`config.mk`:
```
export PLATFORM = sky130hd
export DESIGN_NAME = mff_sum_tree
export DESIGN_NICKNAME = d
export VERILOG_FILES = /design/src/hdl/matched_filter_fir_macros.svh /design/src/hdl/mff_pkg.sv /design/src/hdl/mff_sum_tree.sv
export SDC_FILE = /design/constraint.sdc
export NUM_CORES = 1
export LEC_CHECK = 0
export ABC_AREA = 1
export ABC_CLOCK_PERIOD_IN_PS = 2400
export CAP_MARGIN = 20
export CELL_PAD_IN_SITES_DETAIL_PLACEMENT = 0
export CELL_PAD_IN_SITES_GLOBAL_PLACEMENT = 1
export CORE_UTILIZATION = 35
export DETAILED_ROUTE_END_ITERATION = 16
export DONT_BUFFER_PORTS = 1
export PLACE_DENSITY_LB_ADDON = 0.2
export SLEW_MARGIN = 40
export SYNTH_ARGS = -nofsm -noshare
export SYNTH_HDL_FRONTEND = slang
export SYNTH_SLANG_ARGS = --single-unit
```
`constraint.sdc`:
```
create_clock -name clk -period 2.4 [get_ports clk]
set_clock_uncertainty 0.2 [all_clocks]
set_input_delay 0.24 -clock clk [delete_from_list [all_inputs] [get_ports clk]]
set_output_delay 0.24 -clock clk [all_outputs]
set_load 0.05 [all_outputs]
```
`src/hdl/matched_filter_fir_macros.svh`:
```
// matched_filter_fir_macros.svh: concurrent assertion macros for the filter
// no dependencies; expects clk and rst in the scope of each use
`ifndef MATCHED_FILTER_FIR_MACROS_SVH
`define MATCHED_FILTER_FIR_MACROS_SVH

// condition and property checked in the same cycle
`define MFF_ASSERT_SAME(label, cond, prop, msg) \
  label: assert property (@(posedge clk) disable iff (rst) (cond) |-> (prop)) \
    else $error(msg);

// property checked in the cycle after the condition
`define MFF_ASSERT_NEXT(label, cond, prop, msg) \
  label: assert property (@(posedge clk) disable iff (rst) (cond) |=> (prop)) \
    else $error(msg);

`endif

```
`src/hdl/mff_pkg.sv`:
```
`timescale 1ns / 1ps
// mff_pkg: shared widths, op codes and the cell control bundle
// no dependencies
package mff_pkg;

  localparam int TAP_W  = 16;
  localparam int FILT_W = 36;
  localparam int KLEN_W = 5;
  localparam int TIDX_W = 4;

  localparam logic OP_LOAD   = 1'b0;
  localparam logic OP_SAMPLE = 1'b1;

  typedef struct packed {
    logic advance;
    logic push;
    logic clear;
    logic load;
    logic rotate;
  } cell_ctrl_t;

endpackage

```
`src/hdl/mff_sum_tree.sv`:
```
`timescale 1ns / 1ps
// mff_sum_tree: registered binary adder tree over the cell products
// depends on mff_pkg
module mff_sum_tree import mff_pkg::*; #(
  parameter int N = 16
) (
  input  logic                     clk,
  input  logic                     en,
  input  logic signed [FILT_W-1:0] leaf [N],
  output logic signed [FILT_W-1:0] root
);

  localparam int LEVELS = $clog2(N);
  localparam int NP     = 1 << LEVELS;

  logic signed [FILT_W-1:0] leaf_pad [NP];
  logic signed [FILT_W-1:0] node     [1:NP-1];

  for (genvar i = 0; i < NP; i++) begin : g_leaf
    if (i < N) begin : g_used
      assign leaf_pad[i] = leaf[i];
    end else begin : g_pad
      assign leaf_pad[i] = '0;
    end
  end

  // heap order: node i adds children 2i and 2i+1, the bottom row reads leaves
  for (genvar i = 1; i < NP; i++) begin : g_node
    if (2 * i >= NP) begin : g_bottom
      always_ff @(posedge clk) begin
        if (en) begin
          node[i] <= leaf_pad[2*i-NP] + leaf_pad[2*i+1-NP];
        end
      end
    end else begin : g_inner
      always_ff @(posedge clk) begin
        if (en) begin
          node[i] <= node[2*i] + node[2*i+1];
        end
      end
    end
  end

  assign root = node[1];

endmodule

```
Word-level counts from Yosys, hierarchy flattened
Memory sizes are Yosys's and may differ from the RTL's.
Index checks and enable logic that the tools add are counted.
W data, S select, Z words.

storage, ports and cells
  flip-flop bits (word level) = 0
  RAM bits = 540
  output and inout port bits = 36
  word-level logic and storage cells = 18
  memories = 1

cells by class
  add/sub/neg operators = 15
  muxes and demuxes = 2

memories
  name  depth  width  rd ports  clocked after memory_dff  wr ports  line                text
  node  15     36     15        0                         15        mff_sum_tree.sv:17  logic signed [FILT_W-1:0] node [1:NP-1];

operators by type and width
  kind              count
  $add A36 B36 Y36  15
  $mux W1           2

Depth between registers and ports, before layout
Gate-level depths: netlist of run 1.

  depth in word-level cells = 2
  mapped depth = 13

Least setup slack after synthesis of run 1
No wires, ideal clock.

  kind = reg2reg
  start = register node[0][144] (netlist name)
  end = register node[0][102] (netlist name)
  arrival = 1.668 ns
  setup slack = 0.280 ns
  cell stages (with the launch flop) = 13
  path buffers = 0
  clock period less this slack = 2.120 ns
  cells stage by stage = edfxtp_1 > ha_1 > fa_1 > nand3_1 > nand3_2 > nand2_1 > nand2_1 > nand3_1 > nand2_1 > nand2_1 > nand2_1 > nand2_1 > nand2_1

==> results.toml, run 1 <==
[outcome]
status = "finished, violations left"
violations = "negative hold slack"

[route]
drc = 0
num_vias = 52757
dr.pass1.iters = 6
drt_iter0_drc = 3524
routed_wirelength_microns = 193000
final_antenna_net_count = 0
vias_per_cell = 4.80
wl_per_cell_microns = 17.6

[final_layout]
largestRegisters = "node x540"
largest_reg_flops = 540
stdcell_area_sq_um = 67200
regMostFlops = "node"
nets = 10024
layout-drive-gt1-share = 0.0907
syn_to_final_growth_pct = 24.9

[worst_setup_path]
r2r_cells = 9
crit_path_top_delay_cell = "dlygate4sd3_1"
slowest_delay_ps = 550
worstPathArrival_ps = 2550
crit_type = "primary input to flip-flop"
end_kind = "flip-flop"
path_cells = "dlygate4sd3_1 -> ha_1 -> fa_1 -> nand3_1 -> nand3_2 -> nand2_1 -> nand2_1 -> xor2_1 -> dlygate4sd3_1"
path_depth = 9
critPathTopFamily = "buffers and inverters"
crit_buf_inv = 2
cp-start-kind = "primary input"
crit_fanout = 3
required_ps = 2570

[place]
io_buffers = 0
dp_worst_setup_slack_ps = -297
post_dp_cell_area_sq_um = 57300
hpwl_microns = 159000
routabilityCongestion = 0.938

[logic_synthesis]
netlist_top_cells_area = "edfxtp_1, nand2_1, ha_1"
synth_top_family_by_area = "simple AND/OR/NAND/NOR gates"
avgSynthCellArea_sq_um = 6.63
ys_warn_count = 0
synth_seq_area_share = 0.301
synth_edf_count = 540
yosysTopAreaCellShare = 0.301
synth_top_cell_by_area = "edfxtp_1"
ys_types = 20
synthAdderAreaFrac = 0.128
synthXorXnorAreaFrac = 0.0464
synth_ff_type = "edfxtp_1"
synth_compound_area_frac = 0.0827
synth_most_common_cell = "nand2_1"
synth_seq_cells = 540
synthMuxAreaShare = 0
ys_top_cells_by_count = "nand2_1, inv_1, nor2_1, edfxtp_1, ha_1"
netlist_instances = 8121
synthArstFlopShare = 0
yosys.area_share.simple = 0.338
syn_nets = 9239
synth_area_sq_um = 53800

[timing]
timing.hold.ws_ps = -94.7
setup_tns_ps = 0
slew_violations = 0
postLayoutSetupSlackWorst_ps = 22.4
finalHoldViolations = 17
slew_headroom = 0.508
fin_crit_ps = 2380
min_period_over_period = 0.991
max_freq_mhz = 421
rsz0062_at_grt = "true"
setup_violations = 0
worst_slew_pin_slew_ps = 735

[cts]
clock-sinks = 540
cts_made_buffers = 69
path_clk_slew_ps = 60
clk_latency_ps = 640
cts_root_buffer = "clkbuf_16"
cts_tree = "yes"
htreeDepth = 3
clock_path_buffers = 3

[global_route]
first_global_vias = 50234
grt_max_degree = 541
grt_usage = 0.240
grt_pass1_wl_microns = 289000
grt-ovfl-total = 0
antenna_found_initial = 24

[power_and_ir_drop]
power_density_nw_per_um2 = 943
ir_drop_mv = 0.468
power.leakage_uw = 0.0340
power_uw = 63400

[floorplanning]
pin_count = 614
initial_core_util = 0.353
rows = 143
core_sq_um = 152000
die_area_sq_um = 155000
die_w_microns = 394
die_height_microns = 394

[min_path]
holdPathStages = 1
hp-class = "primary input to flip-flop"

[flow_run]
drv_cap = 0
[logic make-up (layout without fill, tap and decap cells)]
| family | after synthesis | after routing |
|---|---|---|
| flops | 540 | 540 |
| buf+inv | 1461 | 2302 |
| simple gates | 4440 | 4440 |
| other cells | 0 | 4 |
| fa+ha+maj | 540 | 540 |
| compound gates | 855 | 855 |
| xor+xnor | 285 | 285 |
[where the power goes]
group          internal (uW)  total [uW]  switching, uW
logic                  13000       35000          22000
registers              14600       17600           2970
clock network           6480       10900           4380
[cells in the final DEF (no fill, tap or decap), types with 29 or more instances in the layout]
cell type / n
nor2_1: 749
xnor2_1: 29
xor2_1: 237
nand2_1: 2869
buf_4: 184
clkbuf_16: 72
a21oi_1: 436
inv_1: 1425
edfxtp_1: 540
nor2_2: 46
nand2_2: 158
o21ai_0: 255
a21oi_2: 73
dlygate4sd3_1: 559
o21bai_1: 60
nor3_1: 147
nand3_1: 322
ha_4: 54
ha_1: 407
nand3_2: 79
ha_2: 64
nand4_1: 45
[final cells by class]
type                            instances  area (sq um)
Antenna cell                            4          10.0
Clock buffer                           78          1820
Clock inverter                         49           517
Fill cell                           15834         85000
Inverter                             1425          5350
Multi-Input combinational cell       6120         33600
Sequential cell                       540         16200
Tap cell                             2030          2540
Timing Repair Buffer                  750          7160
[metal layers]
metal  vias to the layer above  track usage  wire (microns)
met5                         -            0              13
met2                      1261        0.388           87000
met1                     23944        0.338           92000
li1                      27359            -               -
met3                       191       0.0289            9450
met4                         2       0.0606            4530
[through the flow]
step / utilization / cells
2_1_floorplan: - / 8121
3_5_place_dp: 0.376 / 10276
3_3_place_gp: 0.376 / 10276
6_report: 0.442 / 10996
4_1_cts: 0.430 / 10961
5_1_grt: 0.442 / 10994
[timing repair]
item	CTS	global route
pin swaps	0	32
resized for setup	47	324
buffers inserted	2	21
hold buffers	556	13
endpoints found under the hold margin	598	59
endpoints found under the setup margin	37	142
[worst paths after layout]
path | from | endpoint | slack, ps
hold reg to reg | node[0][108] | node[0][36] | 360
setup reg to reg | node[0][366] | node[0][198] | 50
hold / removal | en | node[0][546] | -90
setup / recovery | leaf[396] | node[0][366] | 20
No activity file was read; power rests on OpenSTA's default activity.
==> inputs of run 2 (changes only) <==
--- a/config.mk
+++ b/config.mk
@@ -10,6 +10,7 @@
 export CAP_MARGIN = 20
 export CELL_PAD_IN_SITES_DETAIL_PLACEMENT = 0
 export CELL_PAD_IN_SITES_GLOBAL_PLACEMENT = 1
+export CORE_ASPECT_RATIO = 1.2
 export CORE_UTILIZATION = 35
 export DETAILED_ROUTE_END_ITERATION = 16
 export DONT_BUFFER_PORTS = 1
==> results.toml, run 2 (synthesis gave the netlist of run 1 again) <==
[outcome]
status = "finished, violations left"
violations = "negative hold slack"

[final_layout]
layout_commonest_cell = "nand2_1"
largestRegisters = "node x540"
final_cell_mix = "nand2_1, inv_1, nor2_1"
finish.utilization = 0.440
syn_to_final_growth_pct = 24.7
stdcell_area_sq_um = 67100
nets = 10064
regMostFlops = "node"
largest_reg_flops = 540
instances_no_fill = 10991
fillers = 16050
layout-drive-gt1-share = 0.0846

[place]
post_dp_cell_area_sq_um = 57500
dp_cells = 10270
routabilityCongestion = 0.943
io_buffers = 0
hpwl_microns = 160000

[global_route]
grt_usage = 0.242
first_global_vias = 51935
grt_max_degree = 541
grt_pass1_wl_microns = 291000
grt-ovfl-total = 0
antenna_found_initial = 8

[power_and_ir_drop]
p_comb_frac = 0.543
clockPowerShare = 0.168
power_frac_seq = 0.289
power_uw = 61000
ir_drop_mv = 0.727
p_sw_uw = 28200
p_sw_frac = 0.462
power.leakage_uw = 0.0341
p_int_uw = 32800
power_density_nw_per_um2 = 909

[floorplanning]
pin_count = 614
die_area_sq_um = 155000
initial_core_util = 0.353
die_height_microns = 432
die_w_microns = 360
rows = 157
core_sq_um = 153000

[timing]
fin_crit_ps = 2400
min_period_over_period = 0.999
slew_headroom = 0.386
slew_violations = 0
finalHoldViolations = 6
rsz0062_at_grt = "true"
max_freq_mhz = 417
worst_slew_pin_slew_ps = 922
timing.hold.ws_ps = -26.3
setup_violations = 0

[cts]
cts_tree = "yes"
path_clk_slew_ps = 60
htreeDepth = 3
clock-sinks = 540
cts_made_buffers = 67
clk_latency_ps = 660
cts_root_buffer = "clkbuf_16"
clock_path_buffers = 3

[route]
dr.pass1.iters = 6
drt_iter0_drc = 2894
routed_wirelength_microns = 194000
wl_per_cell_microns = 17.6
num_vias = 52893
final_antenna_net_count = 0
vias_per_cell = 4.81
drc = 0

[worst_setup_path]
end_kind = "flip-flop"
cp-start-kind = "primary input"
worstPathArrival_ps = 2600
crit_type = "primary input to flip-flop"
required_ps = 2600
crit_fanout = 5

[min_path]
hp-class = "primary input to flip-flop"

[flow_run]
drv_cap = 0
-- run 2: cell count changes in the layout (fill, tap and decap cells not counted), moves of 17 or more --
cell | previous run | this run
nand2_2 | 158 | 140
a21oi_1 | 436 | 455
a21oi_2 | 73 | 55
nor2_1 | 749 | 766
nand2_1 | 2869 | 2889
buf_4 | 184 | 213
nor2_2 | 46 | 28
-- run 2: layout make-up --
class / instances / area [sq um] / area share
inverters: 1425 / 5350 / 0.0797
diodes: 6 / 15.0 / 0.000224
flip-flops and latches: 540 / 16200 / 0.242
clock inverters: 46 / 467 / 0.00696
multi-input cells: 6120 / 33400 / 0.498
clock buffers: 75 / 1710 / 0.0254
well taps: 1987 / 2490 / 0.0371
repair buffers: 792 / 7470 / 0.111
-- run 2: power by group through the flow --
stage	Combinational [uW]	Clock [uW]	Sequential, uW
final	33100	10200	17600
after global routing	37100	10900	17800
after CTS	31700	10500	17500
after detailed placement	30300	0	17700
after global placement	30400	0	17600
after floorplan	21600	0	15200
-- run 2: metrics by stage --
stage | setup slack, ps | TNS [ps]
6_report | 2.42 | 0
5_1_grt | -37.0 | -194
4_1_cts | -6.96 | -6.96
3_5_place_dp | -115 | -591
3_3_place_gp | -129 | -732
2_1_floorplan | 280 | 0
-- run 2: final timing paths --
kind,depth (start not counted),from,end,slack (ps)
max,5,leaf[327],node[0][399],2
min,1,en,node[0][65],-30
max reg2reg,8,node[0][565],node[0][280],50
min reg2reg,1,node[0][108],node[0][36],350
-- run 2: timing repair --
action | CTS | global route
setup buffers | 0 | 15
gates resized for setup | 9 | 288
pin swaps | 1 | 25
endpoints found under the hold margin | 690 | 11
endpoints found under the setup margin | 21 | 114
hold buffers | 572 | 7
-- run 2: per-layer routing --
metal	share of wire	GRT usage	routed length, microns	vias to the layer above
li1	-	-	-	27426
met1	0.44	0.298	85200	24081
met2	0.49	0.442	95800	1129
met3	0.032	0.0185	6240	255
met4	0.033	0.0789	6320	2
met5	0.000067	0	13	-
-- run 2: worst max-delay path, stage by stage --
cell           delay, ps
dlygate4sd3_1        560
ha_1                 400
dlygate4sd3_1        660
xor2_1               180
dlygate4sd3_1        550
