$ cat config.mk
export PLATFORM = sky130hd
export DESIGN_NAME = mff_cell
export DESIGN_NICKNAME = d
export VERILOG_FILES = /design/src/hdl/matched_filter_fir_macros.svh /design/src/hdl/mff_pkg.sv /design/src/hdl/mff_cell.sv
export SDC_FILE = /design/constraint.sdc
export NUM_CORES = 1
export LEC_CHECK = 0
export BUFFER_PORTS_ARGS = -buffer_cell sky130_fd_sc_hd__clkbuf_2
export CAP_MARGIN = 10
export CORE_UTILIZATION = 40
export CTS_CLUSTER_SIZE = 10
export DETAILED_ROUTE_END_ITERATION = 12
export GPL_ROUTABILITY_DRIVEN = 1
export GPL_TIMING_DRIVEN = 1
export PLACE_DENSITY_LB_ADDON = 0.08
export SLEW_MARGIN = 20
export SYNTH_ARGS = -nofsm -noshare
export SYNTH_HDL_FRONTEND = slang
export SYNTH_SLANG_ARGS = --single-unit
$ cat constraint.sdc
create_clock -name clk -period 20.6 [get_ports clk]
set_input_delay 4.12 -clock clk [delete_from_list [all_inputs] [get_ports clk]]
set_output_delay 4.12 -clock clk [all_outputs]
set_load 0.01 [all_outputs]
$ cat src/hdl/matched_filter_fir_macros.svh
// matched_filter_fir_macros.svh: concurrent assertion macros for the filter
// no dependencies; expects clk and rst in the scope of each use
`ifndef MATCHED_FILTER_FIR_MACROS_SVH
`define MATCHED_FILTER_FIR_MACROS_SVH

// condition and property checked in the same cycle
`define MFF_ASSERT_SAME(label, cond, prop, msg) \
  label: assert property (@(posedge clk) disable iff (rst) (cond) |-> (prop)) \
    else $error(msg);

// property checked in the cycle after the condition
`define MFF_ASSERT_NEXT(label, cond, prop, msg) \
  label: assert property (@(posedge clk) disable iff (rst) (cond) |=> (prop)) \
    else $error(msg);

`endif

$ cat src/hdl/mff_pkg.sv
`timescale 1ns / 1ps
// mff_pkg: shared widths, op codes and the cell control bundle
// no dependencies
package mff_pkg;

  localparam int TAP_W  = 16;
  localparam int FILT_W = 36;
  localparam int KLEN_W = 5;
  localparam int TIDX_W = 4;

  localparam logic OP_LOAD   = 1'b0;
  localparam logic OP_SAMPLE = 1'b1;

  typedef struct packed {
    logic advance;
    logic push;
    logic clear;
    logic load;
    logic rotate;
  } cell_ctrl_t;

endpackage

$ cat src/hdl/mff_cell.sv
`timescale 1ns / 1ps
// mff_cell: one filter cell with a delayed sample (when KEEP_SAMPLE is set), a rotating tap and a product
// depends on mff_pkg
module mff_cell import mff_pkg::*; #(
  parameter int MAX_TAPS    = 16,
  parameter int SAMPLE_BITS = 16,
  parameter int POS         = 0,
  parameter bit KEEP_SAMPLE = 1'b1
) (
  input  logic                               clk,
  input  logic                               rst,
  input  cell_ctrl_t                         ctrl,
  input  logic [$clog2(MAX_TAPS)-1:0]        rot_pos,
  input  logic [TIDX_W-1:0]                  tap_index,
  input  logic signed [TAP_W-1:0]            tap_value,
  input  logic signed [SAMPLE_BITS-1:0]      win,
  input  logic signed [TAP_W-1:0]            coef_in,
  output logic signed [TAP_W-1:0]            coef_out,
  output logic signed [SAMPLE_BITS-1:0]      samp_out,
  output logic signed [FILT_W-1:0]           prod
);

  localparam int IDXW = $clog2(MAX_TAPS);
  localparam logic [IDXW-1:0] POS_V  = IDXW'(POS);
  localparam logic [IDXW-1:0] WRAP_V = IDXW'(MAX_TAPS - POS);

  logic [IDXW-1:0]                    my_idx;
  logic                               active;
  logic                               write_hit;
  logic signed [TAP_W-1:0]            coef;
  logic signed [SAMPLE_BITS+TAP_W-1:0] mult;

  // tap number this cell currently holds, (rot_pos - POS) mod MAX_TAPS
  always_comb begin
    if (rot_pos >= POS_V) begin
      my_idx = rot_pos - POS_V;
    end else begin
      my_idx = rot_pos + WRAP_V;
    end
  end

  assign active    = (POS_V <= rot_pos);
  assign write_hit = ctrl.load && (int'(tap_index) == int'(my_idx));
  assign mult      = win * coef;
  assign coef_out  = coef;

  always_ff @(posedge clk) begin
    if (rst) begin
      coef <= '0;
    end else if (ctrl.rotate) begin
      coef <= coef_in;
    end else if (write_hit) begin
      coef <= tap_value;
    end
  end

  always_ff @(posedge clk) begin
    if (ctrl.advance) begin
      prod <= active ? FILT_W'(mult) : '0;
    end
  end

  if (KEEP_SAMPLE) begin : g_keep
    logic signed [SAMPLE_BITS-1:0] sreg;

    always_ff @(posedge clk) begin
      if (rst) begin
        sreg <= '0;
      end else if (ctrl.push) begin
        sreg <= ctrl.clear ? '0 : win;
      end
    end

    assign samp_out = sreg;
  end else begin : g_end
    assign samp_out = '0;
  end

endmodule

# Word-level counts from Yosys, hierarchy flattened
# Index checks and enable logic that the tools add are counted.
dict set report word_totals {
  regBits 64
  input_bits 63
  output_inout_bits 68
}
dict set report op_classes {
  multipliers 1
  magnitude_cmp 1
  eq_ne 1
  n_mux 3
  n_reduce_logical 2
}
# operator count
set ops {}
lappend ops {{$mux W16} 3}
lappend ops {{$mul A16 B16 Y32} 1}
lappend ops {{$eq A4 B4 Y1} 1}
lappend ops {{$le A1 B4 Y1 const A} 1}
lappend ops {{$reduce_bool A2 Y1} 1}
lappend ops {{$logic_and A1 B1 Y1} 1}

# Longest topological paths before layout
# Gate-level depths: netlist of the first run.
dict set report logic_depth {
  ltp_word 4
  mapped_depth 23
}

# Worst setup path after synthesis of the first run
# OpenSTA, ideal clock, no wires.
dict set report synth_timing {
  path_kind {in2reg}
  from {input port win[15]}
  to {register prod[29], data pin}
  arrival_ps 9122
  required_ps 20341
  path_slack_ps 11220
  path_stages 19
  cell_sequence {clkbuf_1 -> nand2_1 -> inv_1 -> fa_1 -> fa_1 -> inv_1 -> fa_1 -> fa_1 -> fa_1 -> fa_1 -> inv_1 -> ha_1 -> buf_6 -> nand2_1 -> o21ai_1 -> o41ai_2 -> nand3b_1 -> o21ai_1 -> xnor2_1}
}
dict set report synth_via {
  elab_chain_cells 1
}
# element line_no
set synth_lines {}
lappend synth_lines {{start: declaration} mff_cell.sv:16} ;# input logic signed [SAMPLE_BITS-1:0] win,
lappend synth_lines {{$mul A16 B16 Y32} mff_cell.sv:44} ;# assign mult = win * coef;
lappend synth_lines {{named net mult[29]} mff_cell.sv:31} ;# logic signed [SAMPLE_BITS+TAP_W-1:0] mult;
lappend synth_lines {{end signal: assignment} mff_cell.sv:59} ;# prod <= active ? FILT_W'(mult) : '0;
lappend synth_lines {{end: declaration} mff_cell.sv:20} ;# output logic signed [FILT_W-1:0] prod
# The timed path passes the listed nets, and every way through them passes these cells.
# A chain may end at the register's enable or synchronous reset.

# Worst setup path after layout of the first run
dict set report layout_timing {
  from {input port win[15]}
  to {register prod[27], data pin}
}
# The elaborated chain is that of the path after synthesis.

==> summary.md, run 1 <==
| Metric | Value |
|---|---|
| Fmax | 0.1010 GHz |
| WP buf/inv | 4 |
| Mapped Area | 12640 sq um |
| Die W | 179.8 um |
| Hold/Removal Path Class | register to register |
| Syn Inst Count | 1353 |
| RSZ-0062 raised after global routing | no |
| WP depth | 18 |
| Pwr Density | 107.9 nW/um^2 |
| Die H | 179.8 um |
| Post-CTS Setup Bufs | 0 |
| Clk_skew | 0.007641 ns |
| Leak Pwr | 6.920 nW |
| Share of cells above drive strength 1 | 0.1121 |
| DIE AREA | 32310 sq um |
| Starting DRT DRC Count | 317 |
| Dpl hpwl | 24.82 mm |
| Pwr Total | 1.499 mW |
| Setup CP Type | primary input to register |
| Worst Path Arrival | 10.00 ns |
| Starting density of the core | 0.4100 |
| Seq/Total Area, Yosys | 0.1267 |
| Port buffer count | 130 |
| Rows | 64 |
| Via Count | 8969 |
| Yosys reg bits | 64 |
| Clock latency on the worst-skew pair | 0.36 ns |
| CP Max Fanout | 17 |
| Total Routed Length | 31.03 mm |
| Synthesis-to-finish area growth | 9.850% |
| Most frequent cells in the layout | inv_1 (316), fa_1 (262), nand2_1 (132) |
| Clock Sinks | 64 |
| Slowest cell on crit path | fa_1 |
| Final setup TNS | 0 ns |
| Core ar. | 30830 sq um |
| Critical path's top delay family | adder cells |
| Largest net degree at the start of global routing | 33 |
| Netlist cell types | 57 |
| Worst EP required | 20.70 ns |
| Drt drc | 4 |
| CTS max path bufs | 2 |
| Synth warnings | 0 |
| Via density | 4.872 |
| Max-cap check violation count | 0 |
| Crit-path cells | clkbuf_2, nand2_1, inv_1, fa_1, inv_1, fa_1, fa_1, fa_1, fa_1, fa_1, inv_1, ha_1, nand2_1, o21ai_0, o21bai_1, o21ba_2, o21ai_1, xor2_1 |
| Routed Antenna Nets | 0 |
| WHS Path Cells | 2 |
| Final setup violation count | 0 |
| Clock-pin slew on the worst setup and hold paths | 0.07 ns |
| TritonCTS clock tree | done |
| Maximum VDD drop | 75.36 uV |
| CP peak stage delay | 0.74 ns |
| TritonCTS buffer count | 9 |
| Tcrit/Tclk final | 0.4804 |
| DP Area | 13560 sq um |
| Post-synthesis area per instance | 9.342 sq um |
| CTS resizes | 0 |
| GRT Util Overall | 0.2018 |
| Crit-path most repeated cell | fa_1 |
| Commonest non-fill, non-tap cell in the layout | inv_1 |
| Number of global-route vias before repair | 9409 |
| Element type at the critical path end | register |
| Initial antenna violation count | 0 |
| EDFF count, synth | 32 |
| Worst-Margin Slew | 0.9408 ns |
| Final Hold Fails | 0 |
| Clock Tree Root | clkbuf_16 |
| Max-slew violations | 0 |
| Fin area | 13880 sq um |
| Setup crit start kind | primary input |
| Status | finished with violations |
| H-Tree Depth | 3 |
| Number of nets in the layout | 1847 |
| R2r worst-path depth | 17 |
| Slew HR | 0.3728 |
| Drt first pass iters | 9 |
| First-pass GRT wire length | 50.48 mm |
| Hold-fix buffer count after cts | 0 |
| Failing checks | design-rule violations |
| Asr flop ratio synth | 0 |
| Tmin final | 9.896 ns |
| Gpl congestion | 0.7896 |
| Ant. Diodes | 0 |
| Routed WL per cell | 16.85 um |
| Hold slack | 0.4712 ns |
| Grt total ovfl | 0 |
| Top FF cell, synth | edfxtp_1 |
| Syn Nets | 1760 |
| # IOs | 131 |
==> routing by layer <==
| metal | wire [um] | vias up | track usage | part of all wire |
|---|---|---|---|---|
| li1 | - | 4243 | - | - |
| met1 | 13750 | 4579 | 0.2591 | 0.44 |
| met2 | 16050 | 123 | 0.3616 | 0.52 |
| met3 | 751 | 24 | 0.02310 | 0.024 |
| met4 | 483 | 0 | 0.04793 | 0.016 |
| met5 | 0 | - | 0 | 0 |
==> cell usage after synthesis, types with 5 or more instances <==
cell / n / area share
inv_1: 316 / 0.094
fa_1: 262 / 0.41
nand2_1: 132 / 0.039
and2_1: 127 / 0.063
ha_1: 82 / 0.081
nor2_1: 58 / 0.017
a21oi_1: 56 / 0.022
clkbuf_1: 45 / 0.013
dfxtp_1: 32 / 0.051
edfxtp_1: 32 / 0.076
xnor2_1: 30 / 0.021
nand2b_1: 22 / 0.011
nand3b_1: 17 / 0.010
mux2i_1: 16 / 0.013
o21ai_0: 14 / 0.0055
nand3_1: 11 / 0.0044
xor2_1: 10 / 0.0069
a211oi_1: 8 / 0.0048
a21o_1: 6 / 0.0036
nand4_1: 6 / 0.0030
buf_4: 5 / 0.0030
o211ai_1: 5 / 0.0030
o21bai_1: 5 / 0.0030
==> per-stage QoR <==
step           setup WS, ns  cells    util
6_report              10.70   1841  0.4504
5_1_grt               10.45   1841  0.4504
4_1_cts               10.75   1841  0.4504
3_5_place_dp          10.37   1825  0.4399
3_3_place_gp          10.35   1825  0.4399
2_1_floorplan         11.22   1353       -
==> power breakdown <==
| group | leakage (nW) | internal, mW | switching (mW) |
|---|---|---|---|
| clock network | 0.161 | 0.108 | 0.0758 |
| registers | 0.579 | 0.205 | 0.0192 |
| logic | 6.18 | 0.447 | 0.644 |
==> sequential cells by signal, indices dropped and copies added, names as in the netlist <==
register,flops
prod,32
coef_out,16
samp_out,16
==> worst register-to-register path, cell delays in order (launching register included) <==
cell and delay, ns:
dfxtp_1 0.82, nand2_1 0.22, inv_1 0.18, fa_1 0.49, fa_1 0.72, fa_1 0.50, fa_1 0.50, fa_1 0.49
inv_1 0.05, fa_1 0.48, inv_1 0.04, ha_1 0.34, a21oi_1 0.37, o21ai_1 0.17, o41ai_2 0.45, nand3b_1 0.14
o21ai_1 0.22, xnor2_1 0.09
==> kinds of logic (layout without fill, tap and decap cells) <==
family / after synthesis / count (layout) / share of synthesized area
flops: 64 / 64 / 0.1267
fa+ha+maj: 344 / 344 / 0.4961
buf+inv: 375 / 467 / 0.1151
simple gates: 390 / 390 / 0.1577
compound gates: 124 / 124 / 0.06395
xor+xnor: 40 / 40 / 0.02772
mux: 16 / 16 / 0.01267
==> final cells by class <==
cell class | instances | area, sq um
sequential | 64 | 1602
clock inverter | 7 | 98.84
clock buffer | 9 | 225.2
tap | 396 | 495.5
timing repair buffer | 135 | 688.2
multi-input combinational | 914 | 9589
inverter | 316 | 1186
fill | 3130 | 16950
==> path summary, 6_finish.rpt <==
check / slack [ns] / endpoint / startpoint
worst max register to register: 14.06 / prod[29]$_DFFE_PP_ / coef_out[4]$_SDFFE_PP0P_
worst min register to register: 0.47 / samp_out[2]$_SDFFE_PP0P_ / samp_out[2]$_SDFFE_PP0P_
worst max-delay path: 10.70 / prod[27]$_DFFE_PP_ / win[15]
worst min-delay path: 0.47 / samp_out[2]$_SDFFE_PP0P_ / samp_out[2]$_SDFFE_PP0P_
Note: power is estimated with default switching activity, not from simulation.
==> run 2: changes to the inputs <==
==> constraint.sdc (replaced) <==
create_clock -name clk -period 10.2 [get_ports clk]
set_input_delay 2.04 -clock clk [delete_from_list [all_inputs] [get_ports clk]]
set_output_delay 2.04 -clock clk [all_outputs]
set_load 0.01 [all_outputs]
==> run 2 against run 1 <==
The run still ends with design-rule violations left; cell area did not move; core utilization did not move; global-route usage fell by 0.36 points; count of clock-buffer cells in the layout did not move; highest routed layer unchanged.
==> summary.md, run 2 (synthesis gave the netlist of run 1 again) <==
| Metric | Value |
|---|---|
| Status | finished with violations |
| Failing checks | design-rule violations |
| Clock Sinks | 64 |
| Leak Pwr | 6.920 nW |
| Drt drc | 4 |
| Synthesis-to-finish area growth | 9.850% |
| Gpl congestion | 0.7899 |
| Ant. Diodes | 0 |
| GRT Util Overall | 0.1981 |
| WP buf/inv | 4 |
| Clock Power Share | 0.121 |
| Setup CP Type | primary input to register |
| Routed WL per cell | 16.68 um |
| Maximum VDD drop | 181.1 uV |
| Post-CTS Setup Bufs | 0 |
| Clk_skew | 0.01438 ns |
| Die W | 179.8 um |
| CP Max Fanout | 17 |
| Via density | 4.894 |
| Min-Delay Endpoint | samp_out[2]$_SDFFE_PP0P_ |
| Critical path's top delay family | adder cells |
| Drt first pass iters | 9 |
| Tcrit/Tclk final | 0.7698 |
| Die H | 179.8 um |
| Largest register FFs | 32 |
| Via Count | 9010 |
| CTS max path bufs | 2 |
| Core ar. | 30830 sq um |
| Hold Path Origin | samp_out[2]$_SDFFE_PP0P_ |
| Fmax | 0.1274 GHz |
| Worst-Margin Slew | 0.9328 ns |
| Starting density of the core | 0.4100 |
| Routed Antenna Nets | 0 |
| Number of nets in the layout | 1847 |
| Total Routed Length | 30.71 mm |
| TritonCTS clock tree | done |
| Final setup violation count | 0 |
| CTS resizes | 0 |
| CP peak stage delay | 0.73 ns |
| DIE AREA | 32310 sq um |
| R2r worst-path depth | 19 |
| Commonest non-fill, non-tap cell in the layout | inv_1 |
| Rows | 64 |
| Worst EP required | 10.30 ns |
| Clock-pin slew on the worst setup and hold paths | 0.06 ns |
| Psw | 1.486 mW |
| TritonCTS buffer count | 9 |
| Final setup TNS | 0 ns |
| Clock latency on the worst-skew pair | 0.35 ns |
| WHS Path Cells | 2 |
| Initial antenna violation count | 0 |
| Flop-to-flop setup slack | 3.62 ns |
| Hold slack | 0.4711 ns |
| Crit-path cells | clkbuf_2, nand2_1, inv_1, fa_1, inv_1, fa_1, fa_1, fa_1, fa_1, fa_1, inv_1, ha_1, nand2_1, o21ai_0, o21bai_1, o21ba_2, o21ai_1, xor2_1 |
| Fill cell count | 3114 |
| Slowest cell on crit path | fa_1 |
| First-pass GRT wire length | 50.04 mm |
| Dpl ws | 2.006 ns |
| Logic pwr share | 0.729 |
| Slew HR | 0.3781 |
| Hold/Removal Path Class | register to register |
| Share of cells above drive strength 1 | 0.1121 |
| Worst Path Arrival | 7.95 ns |
| Pwr Density | 217.4 nW/um^2 |
| Grt total ovfl | 0 |
| Critical Path Source | win[15] |
| Dpl hpwl | 24.79 mm |
| Most frequent cells in the layout | inv_1 (316), fa_1 (262), nand2_1 (132) |
| Worst R2R End | prod[27]$_DFFE_PP_ |
| Reg power frac | 0.150 |
| H-Tree Depth | 3 |
| Final Hold Fails | 0 |
| Setup crit start kind | primary input |
| Largest reg by FF count | prod |
| Tmin final | 7.852 ns |
| Element type at the critical path end | register |
| Number of global-route vias before repair | 9452 |
| Clock Tree Root | clkbuf_16 |
| # IOs | 131 |
| Starting DRT DRC Count | 329 |
| Max-cap check violation count | 0 |
| Port buffer count | 130 |
| Crit-path most repeated cell | fa_1 |
| Worst r2r src | coef_out[4]$_SDFFE_PP0P_ |
| Post-route setup slack | 2.348 ns |
| Max-slew violations | 0 |
| Hold-fix buffer count after cts | 0 |
| RSZ-0062 raised after global routing | no |
| Cell-internal power | 1.532 mW |
| Largest net degree at the start of global routing | 33 |
| Sw Share | 0.4923 |
run 2: cell counts in the layout (fill, tap and decap cells not counted):
No cell type changed its count.
run 2: metrics by stage:
stage	util	area (sq um)	total power [mW]	std cells
after floorplan	-	12640	2.206	1353
final	0.4504	13880	3.019	1841
after detailed placement	0.4399	13560	2.685	1825
after CTS	0.4504	13880	3.068	1841
after global routing	0.4504	13880	3.349	1841
after global placement	0.4399	13560	2.671	1825
run 2: area by class of cell:
class                   instances  area (sq um)  share of cell area
clock buffers                   9         225.2             0.01622
inverters                     316          1186             0.08543
repair buffers                135         688.2             0.04956
multi-input cells             914          9589              0.6906
flip-flops and latches         64          1602              0.1153
well taps                     396         495.5             0.03569
clock inverters                 7         98.84            0.007119
run 2: tightest hold or removal path, cell delays in order (launching register included):
cell and delay, ns:
dfxtp_1 0.31, nand2b_1 0.06, a21oi_1 0.05
run 2: worst max-delay path by stage:
stage                               endpoint  slack, ns  cells after the start
final                     prod[27]$_DFFE_PP_       2.35                     18
after global routing      prod[25]$_DFFE_PP_       2.10                     18
after CTS                 prod[27]$_DFFE_PP_       2.37                     18
after detailed placement  prod[27]$_DFFE_PP_       2.01                     18
after global placement    prod[27]$_DFFE_PP_       2.04                     18
after floorplan           prod[29]$_DFFE_PP_       2.90                     19
run 2: routing by layer:
metal	global-route usage	up-vias	wire, um
met4	0.03862	0	272
met2	0.3594	137	16140
li1	-	4240	-
met1	0.2572	4619	13620
met3	0.01783	14	674
met5	0	-	0
run 2: power by group through the flow:
stage / Sequential, mW / Combinational (mW) / Clock, mW
global placement: 0.461 / 2.21 / 0
detailed placement: 0.460 / 2.22 / 0
finish: 0.452 / 2.20 / 0.366
global route: 0.459 / 2.50 / 0.388
floorplan: 0.476 / 1.73 / 0
CTS: 0.455 / 2.24 / 0.378
==> run 3: changes to the inputs <==
==> constraint.sdc (replaced) <==
create_clock -name clk -period 7.6 [get_ports clk]
set_input_delay 1.52 -clock clk [delete_from_list [all_inputs] [get_ports clk]]
set_output_delay 1.52 -clock clk [all_outputs]
set_load 0.01 [all_outputs]
==> run 3 against run 2 <==
The run still ends with design-rule violations left; register-to-register slack got worse by 2.5 ns; non-clock buffer count increased by 13; power rose by 34%; critical endpoint is now prod[29]$_DFFE_PP_; largest cell class unchanged.
==> summary.md, run 3 (synthesis gave the netlist of run 1 again) <==
| Metric | Value |
|---|---|
| Status | finished with violations |
| Failing checks | design-rule violations |
| Commonest non-fill, non-tap cell in the layout | inv_1 |
| Port buffer count | 130 |
| Final Hold Fails | 0 |
| Synthesis-to-finish area growth | 10.58% |
| Element type at the critical path end | register |
| Crit-path cells | clkbuf_2, nand2_1, inv_1, fa_1, fa_1, fa_1, fa_1, fa_1, inv_1, fa_1, inv_1, ha_1, a21oi_1, o21ai_1, o41ai_2, nand3b_1, o21ai_1, xnor2_1 |
| CTS max path bufs | 2 |
| Max-slew violations | 0 |
| Logic pwr share | 0.736 |
| DIE AREA | 32310 sq um |
| WHS Path Cells | 2 |
| Drt first pass iters | 8 |
| Reg power frac | 0.151 |
| Hold/Removal Path Class | register to register |
| Initial antenna violation count | 0 |
| Clock-pin slew on the worst setup and hold paths | 0.06 ns |
| # IOs | 131 |
| Gpl congestion | 0.8336 |
| Leak Pwr | 6.983 nW |
| Largest register FFs | 32 |
| Clock Power Share | 0.113 |
| Worst Path Arrival | 7.11 ns |
| Cell-internal power | 2.069 mW |
| Fmax | 0.1425 GHz |
| Number of global-route vias before repair | 9381 |
| Cell total after placement | 1838 |
| CTS resizes | 0 |
| Worst EP required | 7.70 ns |
| Worst r2r src | coef_out[7]$_SDFFE_PP0P_ |
| First-pass GRT wire length | 50.21 mm |
| Routed Antenna Nets | 0 |
| Number of nets in the layout | 1860 |
| TritonCTS buffer count | 9 |
| Setup crit start kind | primary input |
| Starting density of the core | 0.4100 |
| Via Count | 9089 |
| R2r worst-path depth | 17 |
| Total Routed Length | 30.74 mm |
| Clock Sinks | 64 |
| Tmin final | 7.016 ns |
| Post-route insts no fill | 1854 |
| Rows | 64 |
| Clk_skew | 0.009463 ns |
| Share of cells above drive strength 1 | 0.1200 |
| Largest reg by FF count | prod |
| Setup CP Type | primary input to register |
| Hold Path Origin | samp_out[2]$_SDFFE_PP0P_ |
| Min-Delay Endpoint | samp_out[2]$_SDFFE_PP0P_ |
| Psw | 1.984 mW |
| Die H | 179.8 um |
| Largest net degree at the start of global routing | 33 |
| Dpl hpwl | 25.27 mm |
| CP Max Fanout | 8 |
| Slew HR | 0.3523 |
| Hold slack | 0.4689 ns |
| Routed WL per cell | 16.58 um |
| Via density | 4.902 |
| Critical path's top delay family | adder cells |
| Core ar. | 30830 sq um |
| Die W | 179.8 um |
| Maximum VDD drop | 211.1 uV |
| Ant. Diodes | 0 |
| Flop-to-flop setup slack | 1.15 ns |
| Final setup violation count | 0 |
| Sw Share | 0.4894 |
| Worst R2R End | prod[29]$_DFFE_PP_ |
| Worst-Margin Slew | 0.9716 ns |
| CP peak stage delay | 0.74 ns |
| RSZ-0062 raised after global routing | no |
| Hold-fix buffer count after cts | 0 |
| Tcrit/Tclk final | 0.9232 |
| Starting DRT DRC Count | 320 |
| Final setup TNS | 0 ns |
| Slowest cell on crit path | fa_1 |
| Clock latency on the worst-skew pair | 0.35 ns |
| Most frequent cells in the layout | inv_1 (316), fa_1 (262), nand2_1 (132) |
| GRT Util Overall | 0.2002 |
| Crit-path most repeated cell | fa_1 |
| Drt drc | 4 |
| Post-CTS Setup Bufs | 0 |
| Max-cap check violation count | 0 |
| H-Tree Depth | 3 |
| Clock Tree Root | clkbuf_16 |
| Grt total ovfl | 0 |
| WP buf/inv | 4 |
| Pwr Density | 290.0 nW/um^2 |
| TritonCTS clock tree | done |
-- run 3: how the worst max path moves through the flow --
stage / start / end / slack, ns / depth (start not counted)
2_1_floorplan: win[15] / prod[29]$_DFFE_PP_ / 0.82 / 19
3_3_place_gp: win[15] / prod[29]$_DFFE_PP_ / 0.24 / 18
3_5_place_dp: win[15] / prod[29]$_DFFE_PP_ / 0.26 / 18
4_1_cts: win[15] / prod[29]$_DFFE_PP_ / 0.63 / 18
5_1_grt: win[15] / prod[29]$_DFFE_PP_ / 0.27 / 18
6_report: win[15] / prod[29]$_DFFE_PP_ / 0.58 / 18
-- run 3: layer usage --
metal / track usage / wire, um / vias to the layer above
li1: - / - / 4259
met1: 0.2558 / 13250 / 4666
met2: 0.3549 / 15910 / 136
met3: 0.02188 / 880 / 28
met4: 0.06207 / 692 / 0
met5: 0 / 0 / -
-- run 3: layout make-up --
cell class / instances / area [sq um]
Clock inverter: 6 / 68.82
Fill cell: 3106 / 16850
Clock buffer: 10 / 250.2
Tap cell: 396 / 495.5
Multi-Input combinational cell: 914 / 9589
Inverter: 316 / 1186
Timing Repair Buffer: 148 / 785.8
Sequential cell: 64 / 1602
-- run 3: through the flow --
stage | cell area [sq um] | setup WS, ns | power [mW] | utilization
floorplan | 12640 | 0.8197 | 2.960 | -
global placement | 13660 | 0.2404 | 3.633 | 0.4430
detailed placement | 13660 | 0.2573 | 3.634 | 0.4430
CTS | 13980 | 0.6315 | 4.122 | 0.4534
global route | 13980 | 0.2669 | 4.488 | 0.4534
finish | 13980 | 0.5839 | 4.053 | 0.4534
-- run 3: worst min-delay path: stages (launching register included) --
cell and delay (ns):
dfxtp_1 0.31, nand2b_1 0.06, a21oi_1 0.05
-- run 3: power groups by stage --
stage | clock (mW) | combinational [mW] | sequential (mW)
after detailed placement | 0 | 3.01 | 0.619
after global placement | 0 | 3.01 | 0.619
final | 0.460 | 2.98 | 0.610
after global routing | 0.488 | 3.38 | 0.620
after floorplan | 0 | 2.32 | 0.638
after CTS | 0.478 | 3.03 | 0.613
